--- src/rtl/core/npcm_pkg.sv ---
// ----------------------------------------------------------------------------
// npcm_pkg
// Shared types and constants for the nearest palette color match block.
// ----------------------------------------------------------------------------
`default_nettype none

package npcm_pkg;

   localparam int CHAN_W  = 8;
   localparam int COLOR_W = 3 * CHAN_W;
   localparam int SQ_W    = 2 * CHAN_W;
   localparam int DIST_W  = 18;
   localparam int IDX_W   = 10;
   localparam int COUNT_W = 11;

   // item modes
   localparam logic MODE_LOAD  = 1'b0;
   localparam logic MODE_MATCH = 1'b1;

   // tag that travels with each palette entry through the distance pipe
   typedef struct packed {
      logic             valid;
      logic             first;
      logic             last;
      logic [IDX_W-1:0] idx;
   } scan_tag_type;

endpackage

`default_nettype wire

--- src/rtl/core/npcm_dist.sv ---
// ----------------------------------------------------------------------------
// npcm_dist
// Three-stage squared RGB distance unit, one palette entry per cycle.
// ----------------------------------------------------------------------------
`default_nettype none

module npcm_dist
   import npcm_pkg::*;
(
   input  wire logic                clock,
   input  wire logic                reset,
   input  wire scan_tag_type        tag_in,
   input  wire logic [COLOR_W-1:0]  color,
   input  wire logic [CHAN_W-1:0]   pix_red,
   input  wire logic [CHAN_W-1:0]   pix_green,
   input  wire logic [CHAN_W-1:0]   pix_blue,
   output scan_tag_type             tag_out,
   output logic      [DIST_W-1:0]   dist_sum
);

   scan_tag_type      tag_a_ff, tag_b_ff, tag_c_ff;
   logic [CHAN_W-1:0] dr_ff, dg_ff, db_ff;
   logic [CHAN_W-1:0] dr_in, dg_in, db_in;
   logic [SQ_W-1:0]   sr_ff, sg_ff, sb_ff;
   logic [DIST_W-1:0] sum_ff;
   logic [CHAN_W-1:0] er, eg, eb;

   assign er = color[COLOR_W-1 -: CHAN_W];
   assign eg = color[2*CHAN_W-1 -: CHAN_W];
   assign eb = color[CHAN_W-1:0];

   // absolute channel differences
   assign dr_in = (er > pix_red)   ? er - pix_red   : pix_red - er;
   assign dg_in = (eg > pix_green) ? eg - pix_green : pix_green - eg;
   assign db_in = (eb > pix_blue)  ? eb - pix_blue  : pix_blue - eb;

   always_ff @(posedge clock) begin
      if (reset) begin
         tag_a_ff <= '0;
         tag_b_ff <= '0;
         tag_c_ff <= '0;
      end else begin
         tag_a_ff <= tag_in;
         tag_b_ff <= tag_a_ff;
         tag_c_ff <= tag_b_ff;
      end
   end

   always_ff @(posedge clock) begin
      dr_ff  <= dr_in;
      dg_ff  <= dg_in;
      db_ff  <= db_in;
      sr_ff  <= SQ_W'(dr_ff) * SQ_W'(dr_ff);
      sg_ff  <= SQ_W'(dg_ff) * SQ_W'(dg_ff);
      sb_ff  <= SQ_W'(db_ff) * SQ_W'(db_ff);
      sum_ff <= DIST_W'(sr_ff) + DIST_W'(sg_ff) + DIST_W'(sb_ff);
   end

   assign tag_out  = tag_c_ff;
   assign dist_sum = sum_ff;

endmodule

`default_nettype wire

--- config.mk ---
export PLATFORM = sky130hd
export DESIGN_NAME = npcm_dist
export DESIGN_NICKNAME = d
export VERILOG_FILES = /design/src/rtl/core/npcm_pkg.sv /design/src/rtl/core/npcm_dist.sv
export SDC_FILE = /design/constraint.sdc
export NUM_CORES = 1
export LEC_CHECK = 0
export ABC_CLOCK_PERIOD_IN_PS = 5900
export BUFFER_PORTS_ARGS = -buffer_cell sky130_fd_sc_hd__buf_2
export CORE_ASPECT_RATIO = 0.6
export CORE_MARGIN = 1
export CORE_UTILIZATION = 42
export DETAILED_ROUTE_END_ITERATION = 16
export GPL_ROUTABILITY_DRIVEN = 0
export HOLD_SLACK_MARGIN = 0.02
export PLACE_DENSITY = 0.57
export REMOVE_ABC_BUFFERS = 1
export SYNTH_ARGS = -nofsm -noshare
export SYNTH_HDL_FRONTEND = slang
export SYNTH_SLANG_ARGS = --single-unit
--- constraint.sdc ---
create_clock -name clock -period 5.9 [get_ports clock]
set_clock_uncertainty 0.2 [all_clocks]
set_input_delay 1.18 -clock clock [delete_from_list [all_inputs] [get_ports clock]]
set_output_delay 1.18 -clock clock [all_outputs]
set_load 0.03 [all_outputs]
==> results_dict.tcl <==
set metrics [dict create \
    coreArea_sq_um 24300 \
    grt-ovfl-total 0 \
    period_minus_slack_ns 4.85 \
    antenna_cells 0 \
    yosysSeqAreaShare 0.242 \
    post_drt_wl_per_cell_um 13.2 \
    clock-sinks 126 \
    worstSetupStartpoint "dg_ff[5]" \
    cp_slowest_cell "a2111oi_2" \
    post-cts-setup-buffers 0 \
    yosys_warnings 0 \
    final-setup-viol-count 0 \
    status "finished clean" \
    clockRootBuffer "clkbuf_16" \
    hold_start "tag_a_ff[2]" \
    via_count 7052 \
    cap_viol_max_count 0 \
    crit_type "reg -> reg" \
    numCtsBuffers 17 \
    io_pins 94 \
    max_stage_delay_ns 0.58 \
    initial_core_util 0.430 \
    synth_top_area_cell "dfxtp_1" \
    cp.arrival_ns 5.00 \
    cp-start-kind "flip-flop" \
    postRouteAntennaNets 0 \
    crit_path_end_kind "flip-flop" \
    path_cells "inv_1 > nor2_1 > fa_1 > fa_1 > inv_1 > fa_1 > fa_1 > inv_1 > ha_1 > o21a_1 > a2111oi_2 > o31ai_1 > a21oi_1 > xor2_1" \
    timing.fmax_mhz 206 \
    drive_above_1_share 0.118 \
    final_util 0.487 \
    die_y_um 124 \
    crit_required_ns 6.05 \
    grt_pass1_wl_um 33800 \
    tns_ns 0 \
    path_max_fanout 8 \
    r2r-start "dg_ff[5]" \
    synth_cell_type_count 44 \
    synthToLayoutAreaGrowth_pct 13.4 \
    hpwlAfterDp_um 16700 \
    route.detailed.drc 0 \
    antenna_found_initial 1 \
    grt_max_degree 40 \
    cp_num_buf_inv 3 \
    cp_common_cell "fa_1" \
    max-clock-path-buffers 2 \
    fin_nets 1483 \
    rsz0062_at_grt "false" \
    synth.top_cell.area_share 0.242 \
    drv_slew 0 \
    firstDrtPassIters 5 \
    track_usage 0.170 \
    via_per_inst 4.67 \
    tightestPinTransition_ns 0.653 \
    rows 44 \
    post-route-period-util 0.822 \
    worstSkewPairLatency_ns 0.42 \
    drt_wl_total_um 20000 \
    cts-hold-fix-buffers 0 \
    min_path_type "reg -> reg" \
    drt-initial-drc-count 380 \
    async_flop_share 0 \
    ys.flop_type "dfxtp_1" \
    htreeDepth 4 \
    cts_resized 0 \
    ys_ff_latch 126 \
    slew_headroom 0.565 \
    place_inst 1478 \
    synth_area_sq_um 10400 \
    hold_viol 0 \
    synth_edf_count 0 \
    cts_tree "done" \
    instances_no_fill 1510 \
    path_delay_family "adder cells" \
    netlist_top_cells_count "inv_1, ha_1, dfxtp_1" \
    synthCells 1076 \
    die-area_sq_um 25500 \
    die_x_um 205 \
    synth.most_common_cell "inv_1" \
    portBuffers 93 \
    first_global_vias 6744 \
    synthTopCellsByArea "dfxtp_1, fa_1, ha_1, inv_1, xnor2_1" \
    path_clk_slew_ns 0.06 \
    syn_area_per_cell_sq_um 9.70 \
]
[per-stage QoR]
| stage | instance area, sq um | hold WS (ns) | setup WS, ns |
|---|---|---|---|
| after floorplan | 10400 | 0.205 | 1.52 |
| after global placement | 11300 | 0.217 | 1.27 |
| after detailed placement | 11300 | 0.220 | 1.10 |
| after CTS | 11800 | 0.235 | 1.08 |
| after global routing | 11800 | 0.248 | 0.759 |
| final | 11800 | 0.232 | 1.05 |
[cell usage in the layout, fill, tap and decap left out, types with 15 or more instances in the layout]
master,instances
inv_1,180
clkbuf_16,17
buf_2,93
xor2_1,27
a21o_1,22
nand2_1,31
ha_1,148
fa_1,97
a21oi_1,56
nand2b_1,15
nor2b_1,60
and2_1,72
o21ai_0,27
nor2_1,24
mux2i_1,24
dfxtp_1,126
xnor2_1,56
[state kept, by name (all words and copies together) (netlist names)]
name / flops
db_ff: 8
dg_ff: 8
dist_sum: 18
dr_ff: 8
sb_ff: 15
sg_ff: 15
sr_ff: 15
tag_a_ff: 13
tag_b_ff: 13
tag_out: 13
[path summary, 6_finish.rpt]
kind	endpoint	slack, ns	cells past startpoint
setup reg to reg	sg_ff[15]	1.05	14
setup / recovery	sg_ff[15]	1.05	14
hold reg to reg	tag_b_ff[2]	0.23	1
hold / removal	tag_b_ff[2]	0.23	1
[cell type report]
type	instances	area [sq um]
clock buffers	21	470
clock inverters	11	106
fillers	2302	12400
inverters	180	676
multi-input cells	757	7190
flip-flops and latches	126	2520
well taps	322	403
repair buffers	93	465
[logic make-up (layout without fill, tap and decap cells)]
kind of cell / after synthesis / after routing / synth area share
adders and majority gates: 245 / 245 / 0.364
and+or+nand+nor: 235 / 235 / 0.127
buffers and inverters: 195 / 305 / 0.0702
AOI/OAI and AO/OA: 167 / 167 / 0.105
DFF: 126 / 126 / 0.242
xor gates and xnor gates: 83 / 83 / 0.0697
muxes: 24 / 24 / 0.0230
other: 1 / 3 / 0.000359
[per-layer routing]
metal	vias to the layer above	global-route usage	routed length, um
met1	3269	0.278	11900
met3	9	0.0364	731
li1	3663	-	-
met5	-	0	0
met2	111	0.218	7190
met4	0	0.0347	119
Power is left out: the tool's default activity adds up to more than one toggle a clock period on the data nets, which glitch-free logic cannot reach.
